===== config.mk =====
export PLATFORM = sky130hd
export DESIGN_NAME = order_crossover_with_swap
export DESIGN_NICKNAME = d
export VERILOG_FILES = /design/src/rtl/oxs_pkg.sv /design/src/rtl/oxs_front.sv /design/src/rtl/oxs_queue.sv /design/src/rtl/oxs_back.sv /design/src/rtl/order_crossover_with_swap.sv
export SDC_FILE = /design/constraint.sdc
export NUM_CORES = 1
export LEC_CHECK = 0
export BUFFER_PORTS_ARGS = -buffer_cell sky130_fd_sc_hd__buf_2
export CORE_UTILIZATION = 54
export DETAILED_ROUTE_END_ITERATION = 12
export GPL_TIMING_DRIVEN = 0
export PLACE_DENSITY = 0.75
export SYNTH_ARGS = -nofsm -noshare
export SYNTH_HDL_FRONTEND = slang
export SYNTH_SLANG_ARGS = --single-unit

===== constraint.sdc =====
create_clock -name clk -period 4.9 [get_ports clk]
set_input_delay 0 -clock clk [delete_from_list [all_inputs] [get_ports clk]]
set_output_delay 0 -clock clk [all_outputs]
set_load 0.01 [all_outputs]

===== src/rtl/oxs_pkg.sv =====
// ----------------------------------------------------------------------------
// oxs_pkg
// Shared types and constants of the order crossover block: request, result
// and queued job formats, operation codes and sizes.
// ----------------------------------------------------------------------------
package oxs_pkg;

	localparam int SPAN               = 16;
	localparam int POS_W              = 4;
	localparam int CITY_W             = 4;
	localparam int CNT_W              = 5;
	localparam int MAX_CITIES_DEFAULT = 16;
	localparam int QUEUE_DEPTH        = 2;

	localparam logic [CNT_W-1:0] CITY_COUNT_RESET = 5'd10;

	localparam logic CMD_LOAD = 1'b0;
	localparam logic CMD_RUN  = 1'b1;

	typedef enum logic [1:0] {
		OP_SKIP,
		OP_LOAD,
		OP_RUN
	} op_t;

	typedef struct packed {
		logic              cmd;
		logic [POS_W-1:0]  position;
		logic [CITY_W-1:0] gene_first;
		logic [CITY_W-1:0] gene_second;
		logic [POS_W-1:0]  cut_start;
		logic [POS_W-1:0]  cut_end;
		logic              do_swap;
		logic [POS_W-1:0]  swap_first;
		logic [POS_W-1:0]  swap_second;
	} req_t;

	typedef struct packed {
		logic [POS_W-1:0]  child_position;
		logic [CITY_W-1:0] child_city;
		logic              filled;
		logic              last;
	} rsp_t;

	typedef struct packed {
		op_t               op;
		logic [POS_W-1:0]  position;
		logic [CITY_W-1:0] gene_first;
		logic [CITY_W-1:0] gene_second;
		logic [POS_W-1:0]  seg_start;
		logic [POS_W-1:0]  seg_end;
		logic [CNT_W-1:0]  count;
		logic              swap_ok;
		logic [POS_W-1:0]  swap_first;
		logic [POS_W-1:0]  swap_second;
	} job_t;

endpackage


===== src/rtl/oxs_front.sv =====
// ----------------------------------------------------------------------------
// oxs_front
// Holds the city count register, classifies each request as load, run or
// dropped load, clamps cut points to the count and drops out-of-range swaps.
// ----------------------------------------------------------------------------
module oxs_front
	import oxs_pkg::*;
#(
	parameter int MAX_CITIES = MAX_CITIES_DEFAULT
) (
	input  logic             clk,
	input  logic             arst_n,
	input  logic             cfg_write_en,
	input  logic [CNT_W-1:0] cfg_write_data,
	input  logic             req_valid,
	output logic             req_ready,
	input  req_t             req_item,
	output logic             job_valid,
	input  logic             job_ready,
	output job_t             job
);

	localparam int LIMIT = (MAX_CITIES < SPAN) ? MAX_CITIES : SPAN;

	logic [CNT_W-1:0] city_count_q;
	logic [CNT_W-1:0] count;
	logic [POS_W-1:0] count_m1;
	logic [POS_W-1:0] seg_start;
	logic [POS_W-1:0] end_raised;
	logic [POS_W-1:0] seg_end;
	logic             swap_ok;

	always_ff @(posedge clk or negedge arst_n) begin
		if (!arst_n) begin
			city_count_q <= CITY_COUNT_RESET;
		end else if (cfg_write_en) begin
			city_count_q <= cfg_write_data;
		end
	end

	always_comb begin
		if (city_count_q < CNT_W'(2)) begin
			count = CNT_W'(2);
		end else if (city_count_q > CNT_W'(LIMIT)) begin
			count = CNT_W'(LIMIT);
		end else begin
			count = city_count_q;
		end
		count_m1   = POS_W'(count - CNT_W'(1));
		seg_start  = (req_item.cut_start > count_m1) ? count_m1 : req_item.cut_start;
		end_raised = (req_item.cut_end < seg_start) ? seg_start : req_item.cut_end;
		seg_end    = (end_raised > count_m1) ? count_m1 : end_raised;
		swap_ok    = req_item.do_swap
			&& ({1'b0, req_item.swap_first} < count)
			&& ({1'b0, req_item.swap_second} < count);
	end

	always_comb begin
		job = '0;
		if (req_item.cmd == CMD_RUN) begin
			job.op = OP_RUN;
		end else if (int'(req_item.position) < MAX_CITIES) begin
			job.op = OP_LOAD;
		end else begin
			job.op = OP_SKIP;
		end
		job.position    = req_item.position;
		job.gene_first  = req_item.gene_first;
		job.gene_second = req_item.gene_second;
		job.seg_start   = seg_start;
		job.seg_end     = seg_end;
		job.count       = count;
		job.swap_ok     = swap_ok;
		job.swap_first  = req_item.swap_first;
		job.swap_second = req_item.swap_second;
	end

	assign job_valid = req_valid;
	assign req_ready = job_ready;

endmodule


===== src/rtl/oxs_queue.sv =====
// ----------------------------------------------------------------------------
// oxs_queue
// Short first-in first-out queue of classified jobs between the front and
// the back end.
// ----------------------------------------------------------------------------
module oxs_queue
	import oxs_pkg::*;
(
	input  logic clk,
	input  logic arst_n,
	input  logic push_valid,
	output logic push_ready,
	input  job_t push_job,
	output logic pop_valid,
	input  logic pop_ready,
	output job_t pop_job
);

	localparam int PTR_W = (QUEUE_DEPTH > 1) ? $clog2(QUEUE_DEPTH) : 1;
	localparam int CNT_QW = $clog2(QUEUE_DEPTH + 1);

	job_t              slot_q [QUEUE_DEPTH];
	logic [PTR_W-1:0]  wr_ptr_q;
	logic [PTR_W-1:0]  rd_ptr_q;
	logic [CNT_QW-1:0] cnt_q;
	logic              do_push;
	logic              do_pop;

	assign push_ready = (cnt_q != CNT_QW'(QUEUE_DEPTH));
	assign pop_valid  = (cnt_q != '0);
	assign pop_job    = slot_q[rd_ptr_q];
	assign do_push    = push_valid && push_ready;
	assign do_pop     = pop_valid && pop_ready;

	always_ff @(posedge clk or negedge arst_n) begin
		if (!arst_n) begin
			wr_ptr_q <= '0;
			rd_ptr_q <= '0;
			cnt_q    <= '0;
		end else begin
			if (do_push) begin
				wr_ptr_q <= (wr_ptr_q == PTR_W'(QUEUE_DEPTH - 1)) ? '0 : wr_ptr_q + PTR_W'(1);
			end
			if (do_pop) begin
				rd_ptr_q <= (rd_ptr_q == PTR_W'(QUEUE_DEPTH - 1)) ? '0 : rd_ptr_q + PTR_W'(1);
			end
			if (do_push && !do_pop) begin
				cnt_q <= cnt_q + CNT_QW'(1);
			end else if (do_pop && !do_push) begin
				cnt_q <= cnt_q - CNT_QW'(1);
			end
		end
	end

	always_ff @(posedge clk) begin
		if (do_push) begin
			slot_q[wr_ptr_q] <= push_job;
		end
	end

endmodule


===== src/rtl/oxs_back.sv =====
// ----------------------------------------------------------------------------
// oxs_back
// Executes queued jobs: writes parent stores on loads; on runs copies the
// segment, scans the second parent, then emits the child with the swap
// applied as a read remap.
// ----------------------------------------------------------------------------
module oxs_back
	import oxs_pkg::*;
(
	input  logic clk,
	input  logic arst_n,
	input  logic job_valid,
	output logic job_ready,
	input  job_t job,
	output logic rsp_valid,
	input  logic rsp_ready,
	output rsp_t rsp_item
);

	typedef enum logic [2:0] {
		ST_IDLE,
		ST_COPY,
		ST_SCAN,
		ST_DRAIN,
		ST_EMIT_RD,
		ST_EMIT_WR
	} state_t;

	state_t            state_q;
	logic [POS_W-1:0]  idx_q;
	logic [CNT_W-1:0]  fill_q;
	logic [POS_W-1:0]  k_q;
	logic [POS_W-1:0]  start_q;
	logic [POS_W-1:0]  end_q;
	logic [CNT_W-1:0]  n_q;
	logic              swap_ok_q;
	logic [POS_W-1:0]  swap_a_q;
	logic [POS_W-1:0]  swap_b_q;
	logic [SPAN-1:0]   filled_q;
	logic [SPAN-1:0]   seg_q;
	logic              vld_s1;
	logic              copy_s1;
	logic [POS_W-1:0]  idx_s1;
	logic              rsp_valid_q;
	rsp_t              rsp_q;

	logic [CITY_W-1:0] first_mem [SPAN];
	logic [CITY_W-1:0] second_mem [SPAN];
	logic [CITY_W-1:0] child_mem [SPAN];
	logic [CITY_W-1:0] first_rd_q;
	logic [CITY_W-1:0] second_rd_q;
	logic [CITY_W-1:0] child_rd_q;

	logic              par_we;
	logic [POS_W-1:0]  n_m1;
	logic [CNT_W-1:0]  fill_eff;
	logic              scan_hit;
	logic              cwr_en;
	logic [POS_W-1:0]  cwr_addr;
	logic [CITY_W-1:0] cwr_data;
	logic [POS_W-1:0]  k_src;
	logic              crd_en;
	logic              load_out;

	assign job_ready = (state_q == ST_IDLE);
	assign par_we    = job_ready && job_valid && (job.op == OP_LOAD);
	assign n_m1      = POS_W'(n_q - CNT_W'(1));

	// the fill pointer jumps over the segment when it reaches it
	always_comb begin
		fill_eff = (fill_q == {1'b0, start_q}) ? ({1'b0, end_q} + CNT_W'(1)) : fill_q;
		scan_hit = vld_s1 && !copy_s1 && !seg_q[second_rd_q] && (fill_eff < n_q);
		cwr_en   = (vld_s1 && copy_s1) || scan_hit;
		cwr_addr = copy_s1 ? idx_s1 : fill_eff[POS_W-1:0];
		cwr_data = copy_s1 ? first_rd_q : second_rd_q;
	end

	// swap mutation applied on the read side
	always_comb begin
		if (swap_ok_q && (k_q == swap_a_q)) begin
			k_src = swap_b_q;
		end else if (swap_ok_q && (k_q == swap_b_q)) begin
			k_src = swap_a_q;
		end else begin
			k_src = k_q;
		end
		crd_en   = (state_q == ST_EMIT_RD);
		load_out = (state_q == ST_EMIT_WR) && (!rsp_valid_q || rsp_ready);
	end

	always_ff @(posedge clk) begin
		if (par_we) begin
			first_mem[job.position]  <= job.gene_first;
			second_mem[job.position] <= job.gene_second;
		end
		first_rd_q  <= first_mem[idx_q];
		second_rd_q <= second_mem[idx_q];
	end

	always_ff @(posedge clk) begin
		if (cwr_en) begin
			child_mem[cwr_addr] <= cwr_data;
		end
		if (crd_en) begin
			child_rd_q <= child_mem[k_src];
		end
	end

	always_ff @(posedge clk or negedge arst_n) begin
		if (!arst_n) begin
			state_q     <= ST_IDLE;
			idx_q       <= '0;
			fill_q      <= '0;
			k_q         <= '0;
			start_q     <= '0;
			end_q       <= '0;
			n_q         <= CNT_W'(2);
			swap_ok_q   <= 1'b0;
			swap_a_q    <= '0;
			swap_b_q    <= '0;
			filled_q    <= '0;
			seg_q       <= '0;
			vld_s1      <= 1'b0;
			copy_s1     <= 1'b0;
			idx_s1      <= '0;
			rsp_valid_q <= 1'b0;
			rsp_q       <= '0;
		end else begin
			vld_s1  <= (state_q == ST_COPY) || (state_q == ST_SCAN);
			copy_s1 <= (state_q == ST_COPY);
			idx_s1  <= idx_q;

			if (cwr_en) begin
				filled_q[cwr_addr] <= 1'b1;
			end
			if (vld_s1 && copy_s1) begin
				seg_q[first_rd_q] <= 1'b1;
			end
			if (scan_hit) begin
				fill_q <= fill_eff + CNT_W'(1);
			end

			if (load_out) begin
				rsp_valid_q          <= 1'b1;
				rsp_q.child_position <= k_q;
				rsp_q.child_city     <= filled_q[k_src] ? child_rd_q : '0;
				rsp_q.filled         <= filled_q[k_src];
				rsp_q.last           <= (k_q == n_m1);
			end else if (rsp_ready) begin
				rsp_valid_q <= 1'b0;
			end

			unique case (state_q)
				ST_IDLE: begin
					if (job_valid && (job.op == OP_RUN)) begin
						start_q   <= job.seg_start;
						end_q     <= job.seg_end;
						n_q       <= job.count;
						swap_ok_q <= job.swap_ok;
						swap_a_q  <= job.swap_first;
						swap_b_q  <= job.swap_second;
						filled_q  <= '0;
						seg_q     <= '0;
						fill_q    <= '0;
						idx_q     <= job.seg_start;
						state_q   <= ST_COPY;
					end
				end
				ST_COPY: begin
					if (idx_q == end_q) begin
						idx_q   <= '0;
						state_q <= ST_SCAN;
					end else begin
						idx_q <= idx_q + POS_W'(1);
					end
				end
				ST_SCAN: begin
					if (idx_q == n_m1) begin
						state_q <= ST_DRAIN;
					end else begin
						idx_q <= idx_q + POS_W'(1);
					end
				end
				ST_DRAIN: begin
					k_q     <= '0;
					state_q <= ST_EMIT_RD;
				end
				ST_EMIT_RD: begin
					state_q <= ST_EMIT_WR;
				end
				ST_EMIT_WR: begin
					if (load_out) begin
						if (k_q == n_m1) begin
							state_q <= ST_IDLE;
						end else begin
							k_q     <= k_q + POS_W'(1);
							state_q <= ST_EMIT_RD;
						end
					end
				end
				default: begin
					state_q <= ST_IDLE;
				end
			endcase
		end
	end

	assign rsp_valid = rsp_valid_q;
	assign rsp_item  = rsp_q;

`ifndef SYNTHESIS
	a_child_write_in_tour: assert property (@(posedge clk) disable iff (!arst_n)
		cwr_en |-> ({1'b0, cwr_addr} < n_q))
		else $error("child write beyond the tour");

	a_scan_skips_segment: assert property (@(posedge clk) disable iff (!arst_n)
		scan_hit |-> ((cwr_addr < start_q) || (cwr_addr > end_q)))
		else $error("scan placed a city inside the segment");

	a_s1_follows_walk: assert property (@(posedge clk) disable iff (!arst_n)
		vld_s1 |-> ($past(state_q) == ST_COPY || $past(state_q) == ST_SCAN))
		else $error("read pipeline active outside copy or scan");

	a_last_ends_run: assert property (@(posedge clk) disable iff (!arst_n)
		(load_out && (k_q == n_m1)) |=> (state_q == ST_IDLE) && rsp_valid_q && rsp_q.last)
		else $error("final gene did not end the run");
`endif

endmodule


===== src/rtl/order_crossover_with_swap.sv =====
// ----------------------------------------------------------------------------
// order_crossover_with_swap
// Order crossover of two stored parent tours with an optional swap mutation.
// ----------------------------------------------------------------------------
// Requests enter a two-entry queue and are taken at once while it has room.
// A load writes the parent stores in the back end. A run with count n copies
// the segment and scans the second parent (one parent store read per cycle),
// then emits each gene as one registered read of the child store followed by
// a transfer into the output register, which waits while the output is held.
// The back end takes a new job only once the previous run has finished. A run
// emits n results in position order, the final one marked last.
module order_crossover_with_swap
	import oxs_pkg::*;
#(
	parameter int MAX_CITIES = MAX_CITIES_DEFAULT
) (
	input  logic             clk,
	input  logic             arst_n,
	input  logic             cfg_write_en,
	input  logic [CNT_W-1:0] cfg_write_data,
	input  logic             req_valid,
	output logic             req_ready,
	input  req_t             req_item,
	output logic             rsp_valid,
	input  logic             rsp_ready,
	output rsp_t             rsp_item
);

	logic front_valid;
	logic front_ready;
	job_t front_job;
	logic back_valid;
	logic back_ready;
	job_t back_job;

	oxs_front #(
		.MAX_CITIES(MAX_CITIES)
	) u_front (
		.clk           (clk),
		.arst_n        (arst_n),
		.cfg_write_en  (cfg_write_en),
		.cfg_write_data(cfg_write_data),
		.req_valid     (req_valid),
		.req_ready     (req_ready),
		.req_item      (req_item),
		.job_valid     (front_valid),
		.job_ready     (front_ready),
		.job           (front_job)
	);

	oxs_queue u_queue (
		.clk       (clk),
		.arst_n    (arst_n),
		.push_valid(front_valid),
		.push_ready(front_ready),
		.push_job  (front_job),
		.pop_valid (back_valid),
		.pop_ready (back_ready),
		.pop_job   (back_job)
	);

	oxs_back u_back (
		.clk      (clk),
		.arst_n   (arst_n),
		.job_valid(back_valid),
		.job_ready(back_ready),
		.job      (back_job),
		.rsp_valid(rsp_valid),
		.rsp_ready(rsp_ready),
		.rsp_item (rsp_item)
	);

endmodule

==> impl.org, run 1 <==
** Status
- Status :: completed

** Synthesis
- Post-synthesis cell count :: around 1,100
- Avg Cell Area, Syn :: 15.13 um^2
- Summing every instance area after synthesis gives between 15,000 and 20,000 um^2.
- Of the synthesized area, sequential elements account for 0.6648.
- Prevailing post-synth register cell :: edfxtp_1
- Post-synthesis async set-or-reset flop share :: 0.2581
- Number of warnings reported in the yosys synthesis log :: 0
- The synthesized design contains approximately 370 register bits.
- In this run, distinct cell masters in the synthesized netlist total 66.
- Yosys mapped a number of flops with a built-in enable equal to between 200 and 300.
- When the netlist entered floorplanning its net count stood at 1,121.

** Finish
- The net count of the finished layout is about 1,300.
- From synthesis to final layout, the design area changed by 16.46%.
- The number of antenna diodes in the final layout is 0.
- Once layout is done, the placed cells without fillers occupy between 15,000 and 20,000 um^2.
- The library cell used most frequently in the layout, excluding fill and tap cells, is edfxtp_1.
- Share of layout cells above drive strength 1 :: 0.1985
- Most frequent cells in the layout :: 268 x edfxtp_1, 95 x mux2i_1, 92 x dfrtp_1, 73 x nand2_1, 60 x nor2_1
- For this run, the number of standard cells in the final layout without fillers is between 1,500 and 2,000.
- After filler insertion, the fill cell instance count of the layout stands at a little over 2,000.
- Final core area utilization :: 0.6443

** Die
- Die width :: about 170 um
- Row Count :: 62
- Initial standard-cell utilization of the core :: 0.5532
- Std-Cell Core Area :: 28,860 um^2
- I/O pin total :: 52
- Die boundary height :: about 170 um
- The die covers around 30,000 um^2.

** Global routing
- Via count of the first global-routing pass :: around 9,500
- For this run the aggregate overflow at the end of global routing stands at 0.
- Antenna violations before repair :: 0
- Overall global routing resource usage :: 0.2145
- Largest net degree at the start of global routing :: a little over 60
- The first global-routing pass estimated between 50,000 and 60,000 um of wire.

** Worst setup path
- Path depth of the worst reg2reg path :: 19
- Broken down by cell family, the worst path's largest delay share belongs to compound AO/OA/AOI/OAI gates.
- At the worst endpoint, the required time is between 5 and 6 ns.
- The critical path ends at u_queue.slot_q[1][16]$_DFFE_PP_.
- Walking the worst path, the cells encountered are nor3_1, or2_4, ha_4, xnor2_4, ha_4, o21a_1, o221a_4, or3_4, a2111oi_4, a311oi_2, buf_4, mux2i_1, ha_1, nor2b_1, o21ai_1, nand2b_1, a21oi_2, a41o_1, mux2_4.
- Counting both buffers and inverters, the worst setup path holds a total of 1.
- Critical path class :: reg -> reg
- The worst setup path is launched from a flop.
- Logic depth of the worst setup path including buffers :: 19
- The slowest stage of the critical path belongs to the cell dfstp_2.
- In this run the critical register-to-register path is captured at u_queue.slot_q[1][16]$_DFFE_PP_.
- The setup check on the worst reg-to-reg path leaves a slack of roughly 0.16 ns.
- Capturing element type of the critical path :: flop
- Data on the critical path arrives at its endpoint at approximately 5.0 ns.
- In this run the critical register-to-register path is launched from u_front.city_count_q[3]$_DFFE_PN1P_.
- Maximum fanout encountered on the critical timing path :: 5
- Top cell by count, worst path :: ha_4
- The critical path starts at u_front.city_count_q[3]$_DFFE_PN1P_.
- On the worst path, the slowest cell contributes a delay of between 0.5 and 0.6 ns.

** Place
- Post-Place Setup Slack :: -0.6388 ns
- Placed Instance Area :: 16,770 um^2
- RD Place Congestion :: 0.8243
- After detailed placement, the design holds a cell count of 1,492.
- Number of port buffers :: 51
- Once detailed placement completed, the half-perimeter wirelength came to approximately 21,000 um.

** Detailed routing
- The first routing iteration left around 670 violations.
- Average detailed-routed wire length per instance :: approximately 20 um
- Vias per cell :: about 5.7
- Once detail routing completed, the nets flagged for antenna violations numbered 0.
- Summed over all layers, the routed wires come to 31,640 um.
- After detailed routing, the number of remaining DRC violations is 0.
- Detailed routing inserted a total of between 9,000 and 10,000 vias.
- First drt pass iteration count :: 4

** Timing
- The number of pins exceeding their max-slew limit in the final report was 0.
- The worst pin sits at a relative slew slack of 0.2950.
- For the pin with the worst max-slew slack, the measured transition is roughly 1.1 ns.
- Setup slack on the critical path of the routed design comes to approximately 0.16 ns.
- Part of the cycle the worst path needs :: 0.9674
- Setup TNS :: 0 ns
- After layout, the minimum clock period comes to about 4.7 ns.
- Clock tree skew after final layout :: about 0.031 ns
- Max frequency :: about 210 MHz
- The total count of hold-check failures in the final report came to 0.
- The tightest hold path in the finished design has a slack of 0.05915 ns.
- Setup-violating endpoint count in the final report :: 0

** Run
- Across the run, the number of max-cap violations was 0.

** Clocking
- Number of clock sinks :: approximately 370
- The root buffer cell chosen for the clock tree is clkbuf_16.
- TritonCTS built the clock tree.
- Clock tree synthesis inserted a total of 38 buffers.
- Buffer depth of the longest clock path :: 3
- Clock-pin slew on the worst setup and hold paths :: 0.06 ns
- Number of levels the H-tree was split into :: 2
- Worst skew pair latency :: approximately 0.54 ns

** Power and ir drop
- Total Power Consumption :: around 12 mW
- Power Density :: around 630 nW/um^2
- Static leakage :: approximately 7 nW
- The worst-case IR drop observed on VDD is between 0.3 and 0.4 mV.

** Worst hold path
- The worst hold path belongs to the class in -> reg.
==> how the worst min path moves through the flow <==
stage / cells after the start / start / slack [ns] / to
after detailed placement: 1 / arst_n / 0.01 / u_back.rsp_item[5]$_DFFE_PN0P_
final: 4 / req_item[11] / 0.06 / u_queue.slot_q[0][16]$_DFFE_PP_
after floorplan: 0 / arst_n / -0.30 / u_back.copy_s1$_DFF_PN0_
after global routing: 4 / req_item[12] / 0.07 / u_queue.slot_q[0][17]$_DFFE_PP_
after CTS: 4 / req_item[11] / 0.04 / u_queue.slot_q[0][16]$_DFFE_PP_
after global placement: 1 / req_item[24] / 0.19 / u_queue.slot_q[0][29]$_DFFE_PP_
==> repair_timing <==
action,in CTS,in global routing
hold buffers,42,0
cloned,0,0
gates resized for setup,11,14
endpoints found under the setup margin,8,8
endpoints found under the hold margin,159,0
buffers inserted,1,10
pin swaps,0,5
==> registers in the layout, summed over array words and instances (netlist names), 5 cells and up <==
register / cells
u_back.n_q: 5
u_back.second_mem: 64
u_back.child_mem: 64
u_back.filled_q: 16
u_back.rsp_item: 10
u_back.fill_q: 5
u_front.city_count_q: 5
u_queue.slot_q: 72
u_back.seg_q: 16
u_back.first_mem: 64
==> synthesized netlist by cell type, types with 3 or more instances <==
cell | n | area (um^2)
edfxtp_1 | 268 | 8048
a21o_1 | 3 | 22.52
o21ai_0 | 43 | 215.2
dfrtp_1 | 93 | 2327
xnor2_1 | 17 | 148.9
or2_2 | 6 | 37.54
o221a_2 | 3 | 33.78
dfstp_2 | 3 | 78.83
o21a_1 | 21 | 157.7
nand2_1 | 73 | 274.0
a2111oi_0 | 3 | 26.28
a21oi_1 | 24 | 120.1
o32ai_1 | 3 | 26.28
mux4_2 | 47 | 1059
inv_1 | 38 | 142.6
nor3_2 | 11 | 110.1
o221ai_1 | 4 | 35.03
dfxtp_1 | 8 | 160.2
xor2_1 | 20 | 175.2
buf_2 | 8 | 40.04
nand2b_1 | 14 | 87.58
clkbuf_1 | 33 | 123.9
mux2i_1 | 95 | 950.9
nor3_1 | 17 | 85.08
buf_1 | 5 | 18.77
nand3_1 | 11 | 55.05
nor3b_1 | 7 | 52.55
a31oi_1 | 6 | 37.54
mux2_2 | 25 | 281.5
ha_1 | 26 | 325.3
nor2b_1 | 9 | 56.30
o31ai_1 | 5 | 37.54
nor2_1 | 61 | 229.0
==> worst register-to-register path, stage by stage (launching register included) <==
cell and delay [ns]:
dfstp_2 0.57, nor3_1 0.07, or2_4 0.29, ha_4 0.18, xnor2_4 0.23, ha_4 0.25
o21a_1 0.12, o221a_4 0.27, or3_4 0.36, a2111oi_4 0.38, a311oi_2 0.11, buf_4 0.18
mux2i_1 0.28, ha_1 0.23, nor2b_1 0.05, o21ai_1 0.12, nand2b_1 0.09, a21oi_2 0.15
a41o_1 0.22, mux2_4 0.33
==> where the power goes <==
| group | leakage (nW) | internal (mW) | switching (mW) |
|---|---|---|---|
| Sequential | 3.75 | 4.31 | 0.346 |
| Clock | 0.580 | 1.52 | 1.19 |
| Combinational | 2.68 | 1.76 | 2.53 |
==> cells by family (layout without fill, tap and decap cells) <==
group / after synthesis / count (layout) / synth area share
xor gates and xnor gates: 37 / 37 / 0.02030
buffers and inverters: 85 / 259 / 0.02108
adders and majority gates: 27 / 27 / 0.02100
DFF: 372 / 372 / 0.6648
muxes: 168 / 168 / 0.1444
AOI/OAI and AO/OA: 142 / 142 / 0.05956
and+or+nand+nor: 224 / 224 / 0.06889
==> routing by layer <==
layer	track usage	wire length (um)
met4	0.05848	676
met1	0.2865	13710
met3	0.03478	1405
met5	0	0
met2	0.3665	15850
==> layout make-up <==
cell class              instances  area [um^2]  area share
plain buffers                  46        190.2     0.01023
clock buffers                  48        998.5     0.05370
clock inverters                21        180.2    0.009690
inverters                      38        142.6    0.007672
multi-input cells             598         5170      0.2781
flip-flops and latches        372        10620      0.5709
well taps                     384        480.5     0.02584
repair buffers                106        815.8     0.04388
No activity file was read; power rests on OpenSTA's default activity.
==> inputs of run 2 (changes only) <==
--- a/config.mk
+++ b/config.mk
@@ -5,6 +5,7 @@
 export SDC_FILE = /design/constraint.sdc
 export NUM_CORES = 1
 export LEC_CHECK = 0
+export ABC_AREA = 1
 export BUFFER_PORTS_ARGS = -buffer_cell sky130_fd_sc_hd__buf_2
 export CORE_UTILIZATION = 54
 export DETAILED_ROUTE_END_ITERATION = 12
==> run 2 against run 1 <==
Effect of this change: cell count rose by 27%; clock-buffer cell count rose by 2; via count rose by 25%; routed wire length rose by 15%; critical path type unchanged; largest cell class unchanged; largest power group unchanged.
==> impl.org, run 2 <==
** Finish
- Share of layout cells above drive strength 1 :: 0.1154 (was 0.1985)
- Synthesis-to-layout area growth :: 15.88% (was 16.46%)
- Final Cell Area :: 18,930 um^2 (was 18,590 um^2)
- Most frequent cells in the layout :: 268 x edfxtp_1, 245 x nand2_1, 169 x nor2_1, 124 x inv_1, 93 x dfrtp_1 (was 268 x edfxtp_1, 95 x mux2i_1, 92 x dfrtp_1, 73 x nand2_1, 60 x nor2_1)
- Final Non-Filler Cells :: 2,045 (was 1,613)
- The total number of nets in the final design is 1,691 (was 1,266).
- Most common cell after layout, fill and taps aside :: edfxtp_1 (unchanged)
- Antenna fix cells :: 0 (unchanged)
- The number of flip-flops under the largest register name is 72 (unchanged).
- The top register by number of flip-flops is u_queue.slot_q (unchanged).

** Synthesis
- The number of library cell types mapped by synthesis came to 51 (was 66).
- The compound-gate portion of the synthesized area came to 0.09779 (was 0.05956).
- Number of register bits inferred by synthesis :: 372 (unchanged)
- The number of synthesis warnings was 0 (unchanged).
- Syn Nets :: 1,548 (was 1,121)
- Leading cell types by total area after synthesis: edfxtp_1 49%, dfrtp_1 14%, nand2_1 5.6% (was edfxtp_1 50%, dfrtp_1 15%, mux4_2 6.6%).
- The most numerous cell in the Yosys netlist was edfxtp_1 (unchanged).
- Post-synthesis mux area share :: 0.01539 (was 0.1444)
- Most numerous cell types in the synthesized netlist :: 268 x edfxtp_1, 245 x nand2_1, 171 x nor2_1 (was 268 x edfxtp_1, 95 x mux2i_1, 93 x dfrtp_1)
- The post-synthesis area per instance came to 11.02 um^2 (was 15.13 um^2).
- Cell accounting for the most synthesized area :: edfxtp_1 (unchanged)
- The fraction of synthesis flops using an asynchronous set or reset pin came to 0.2581 (unchanged).
- Combinational family with the most area after synthesis :: simple AND/OR/NAND/NOR gates (was multiplexers)
- The number of synthesized flops with an enable pin is 268 (unchanged).
- Prevailing post-synth register cell :: edfxtp_1 (unchanged)
- The simple-gate area share of the yosys netlist came to 0.1558 (was 0.06889).
- The cell area after synthesis is 16,340 um^2 (was 15,970 um^2).
- Sequential element share of the synthesized area :: 0.6496 (was 0.6648)
- Post-Synth XOR/XNOR Area :: 0.01233 (was 0.02030)
- Synthesized-area fraction occupied by adder cells :: 0.01991 (was 0.02100)
- The top cell type's share of synthesized area came to 0.4926 (was 0.5041).
- Post-synthesis cell count :: 1,482 (was 1,055)

** Worst setup path
- The cell with the most instances on the worst path was nand2_1 (was ha_4).
- Buffers & Inverters on Critical Path :: 4 (was 1)
- Reg2reg setup slack :: 0.50 ns (was 0.16 ns)
- The family of cells with the greatest summed delay on the critical path is simple AND/OR/NAND/NOR gates (was compound AO/OA/AOI/OAI gates).
- Cell with the largest stage delay on the worst path :: dfstp_2 (unchanged)
- Critical path class :: reg -> reg (unchanged)
- The kind of end point of the critical path is a flop (unchanged).
- Critical Path AT :: 4.67 ns (was 5.02 ns)
- The startpoint kind of the worst setup timing path was a flop (unchanged).
- Maximum fanout encountered on the critical timing path :: 8 (was 5)
- Largest incremental delay on the critical path :: 0.54 ns (was 0.57 ns)
- Required time at the endpoint of the critical path :: 5.17 ns (was 5.18 ns)

** Timing
- Clock tree skew after final layout :: 0.03494 ns (was 0.03131 ns)
- The maximum clock rate came to 227.5 MHz (was 211.0 MHz).
- The total count of hold-check failures in the final report is 0 (unchanged).
- Final number of max-transition violations :: 0 (unchanged)
- The relative slew slack came to 0.4339 (was 0.2950).
- Transition time of the tightest slew-check pin :: 0.8460 ns (was 1.054 ns)
- Setup-violating endpoint count in the final report :: 0 (unchanged)
- Part of the cycle the worst path needs :: 0.8971 (was 0.9674)
- The clock period minus worst slack is 4.396 ns (was 4.740 ns).
- Post-Route Hold Slack :: 0.01952 ns (was 0.05915 ns)
- Final setup margin :: 0.5044 ns (was 0.1600 ns)
- Setup TNS :: 0 ns (unchanged)
- Unrepaired setup endpoints after global routing :: no

** Die
- Die boundary height :: 175.9 um (was 173.9 um)
- Std-Cell Core Area :: 29,720 um^2 (was 28,860 um^2)
- Row Count :: 63 (was 62)
- Die width :: 175.9 um (was 173.9 um)
- The number of ports placed on the die boundary was 52 (unchanged).
- The die area is 30,950 um^2 (was 30,260 um^2).
- The initial core utilization is 0.5498 (was 0.5532).

** Detailed routing
- # DRC :: 0 (unchanged)
- Vias per cell :: 5.623 (was 5.707)
- Wire length on met2 :: 18,180 um (was 15,850 um)
- The count of vias placed by the detailed router was 11,500 (was 9,206).
- The total wirelength of the detailed-routed design is 36,510 um (was 31,640 um).
- Initial DRC count :: 873 (was 669)
- Amount of wire on met3 after detailed routing :: 2166 um (was 1405 um)
- Number of nets still failing antenna checks after routing :: 0 (unchanged)
- The routed length per placed instance was 17.85 um (was 19.61 um).
- First drt pass iteration count :: 5 (was 4)
- The topmost layer with routed signal wires is met4 (unchanged).
- Sum of routed wire segments on met1 :: 15,170 um (was 13,710 um)

** Clocking
- Number of levels the H-tree was split into :: 2 (unchanged)
- The root buffer selected by CTS is clkbuf_16 (unchanged).
- The number of buffers added by the clock tree synthesis step was 38 (unchanged).
- The number of clock sinks seen by CTS came to 372 (unchanged).
- The clock slew seen by the registers of the worst setup and hold paths was 0.06 ns (about the same).
- Number of setup buffers added after CTS :: 0 (was 1)
- The maximum clock path buffer count is 3 (unchanged).
- The later-pin clock latency in the skew report came to 0.55 ns (was 0.54 ns).
- CTS tree :: yes (unchanged)

** Place
- The last weighted congestion value of the routability-driven placer came to 0.9291 (was 0.8243).
- Number of port buffers :: 50 (was 51)
- Placed Instance Area :: 17,200 um^2 (was 16,770 um^2)
- The placed wire-length estimate came to 24,920 um (was 20,970 um).
- The post-placement cell count came to 1,929 (was 1,492).
- The post-placement setup slack is 0.3663 ns (was -0.6388 ns).

** Global routing
- Overall global routing resource usage :: 0.2455 (was 0.2145)
- The maximum number of pins on one net before global-route repair is 51 (was 61).
- The global-route wire length before repair was 59,280 um (was 50,680 um).
- Grt total ovfl :: 0 (unchanged)
- Antenna violations before repair :: 0 (unchanged)
- The number of global-route vias before repair came to 11,520 (was 9,482).

** Power and ir drop
- Static leakage :: 7.554 nW (was 7.005 nW)
- The areal power density over the cells came to 620.0 nW/um^2 (was 626.9 nW/um^2).
- The maximum VDD drop was 0.4171 mV (was 0.3952 mV).

** Worst hold path
- The worst hold-check path type is in -> async (was in -> reg).

** Status
- Status :: completed (unchanged)

** Run
- Max capacitance violation total :: 0 (unchanged)
run 2: cell type report:
type	count	area, um^2
fillers	2181	10790
flip-flops and latches	372	10610
multi-input cells	913	4947
clock buffers	50	1037
repair buffers	103	818.3
inverters	140	525.5
well taps	390	488.0
plain buffers	57	277.8
clock inverters	20	224.0
run 2: report_power, final:
part / switching [mW] / internal [mW] / total, mW
Clock: 1.22 / 1.67 / 2.89
Combinational: 2.85 / 1.33 / 4.18
Sequential: 0.340 / 4.32 / 4.66
Total: 4.41 / 7.32 / 11.7
run 2: what timing repair did:
item | 4_1_cts | 5_1_grt
resized for setup | 0 | 2
endpoints found under the setup margin | 0 | 8
hold buffers | 46 | 0
endpoints found under the hold margin | 117 | 0
run 2: kinds of logic (layout without fill, tap and decap cells):
kind of cell / count (synthesis) / in the layout
and+or+nand+nor: 585 / 585
AOI/OAI and AO/OA: 254 / 254
xor gates and xnor gates: 23 / 23
muxes: 25 / 25
buffers and inverters: 197 / 370
DFF: 372 / 372
adders and majority gates: 26 / 26
run 2: final timing paths:
path / startpoint / to / depth (start not counted)
min in group clk: req_item[12] / u_queue.slot_q[0][14]$_DFFE_PP_ / 6
worst max register to register: u_front.city_count_q[1]$_DFFE_PN1P_ / u_queue.slot_q[1][14]$_DFFE_PP_ / 29
worst max-delay path: u_front.city_count_q[1]$_DFFE_PN1P_ / u_queue.slot_q[1][14]$_DFFE_PP_ / 29
worst min-delay path: arst_n / u_queue.wr_ptr_q$_DFFE_PN0P_ / 2
max in group asynchronous: arst_n / u_back.seg_q[12]$_DFF_PN0_ / 3
worst min register to register: u_back.idx_q[3]$_DFFE_PN0P_ / u_back.idx_s1[3]$_DFF_PN0_ / 0
run 2: through the flow:
| step | utilization | power (mW) |
|---|---|---|
| 2_1_floorplan | - | 7.467 |
| 3_3_place_gp | 0.5746 | 8.598 |
| 5_1_grt | 0.6371 | 12.43 |
| 3_5_place_dp | 0.5788 | 8.808 |
| 6_report | 0.6371 | 11.74 |
| 4_1_cts | 0.6367 | 11.73 |
run 2: routing by layer:
metal / up-vias / global-route usage
li1: 5453 / -
met1: 5529 / 0.3199
met2: 424 / 0.4261
met3: 94 / 0.02993
met4: 0 / 0.08406
met5: - / 0
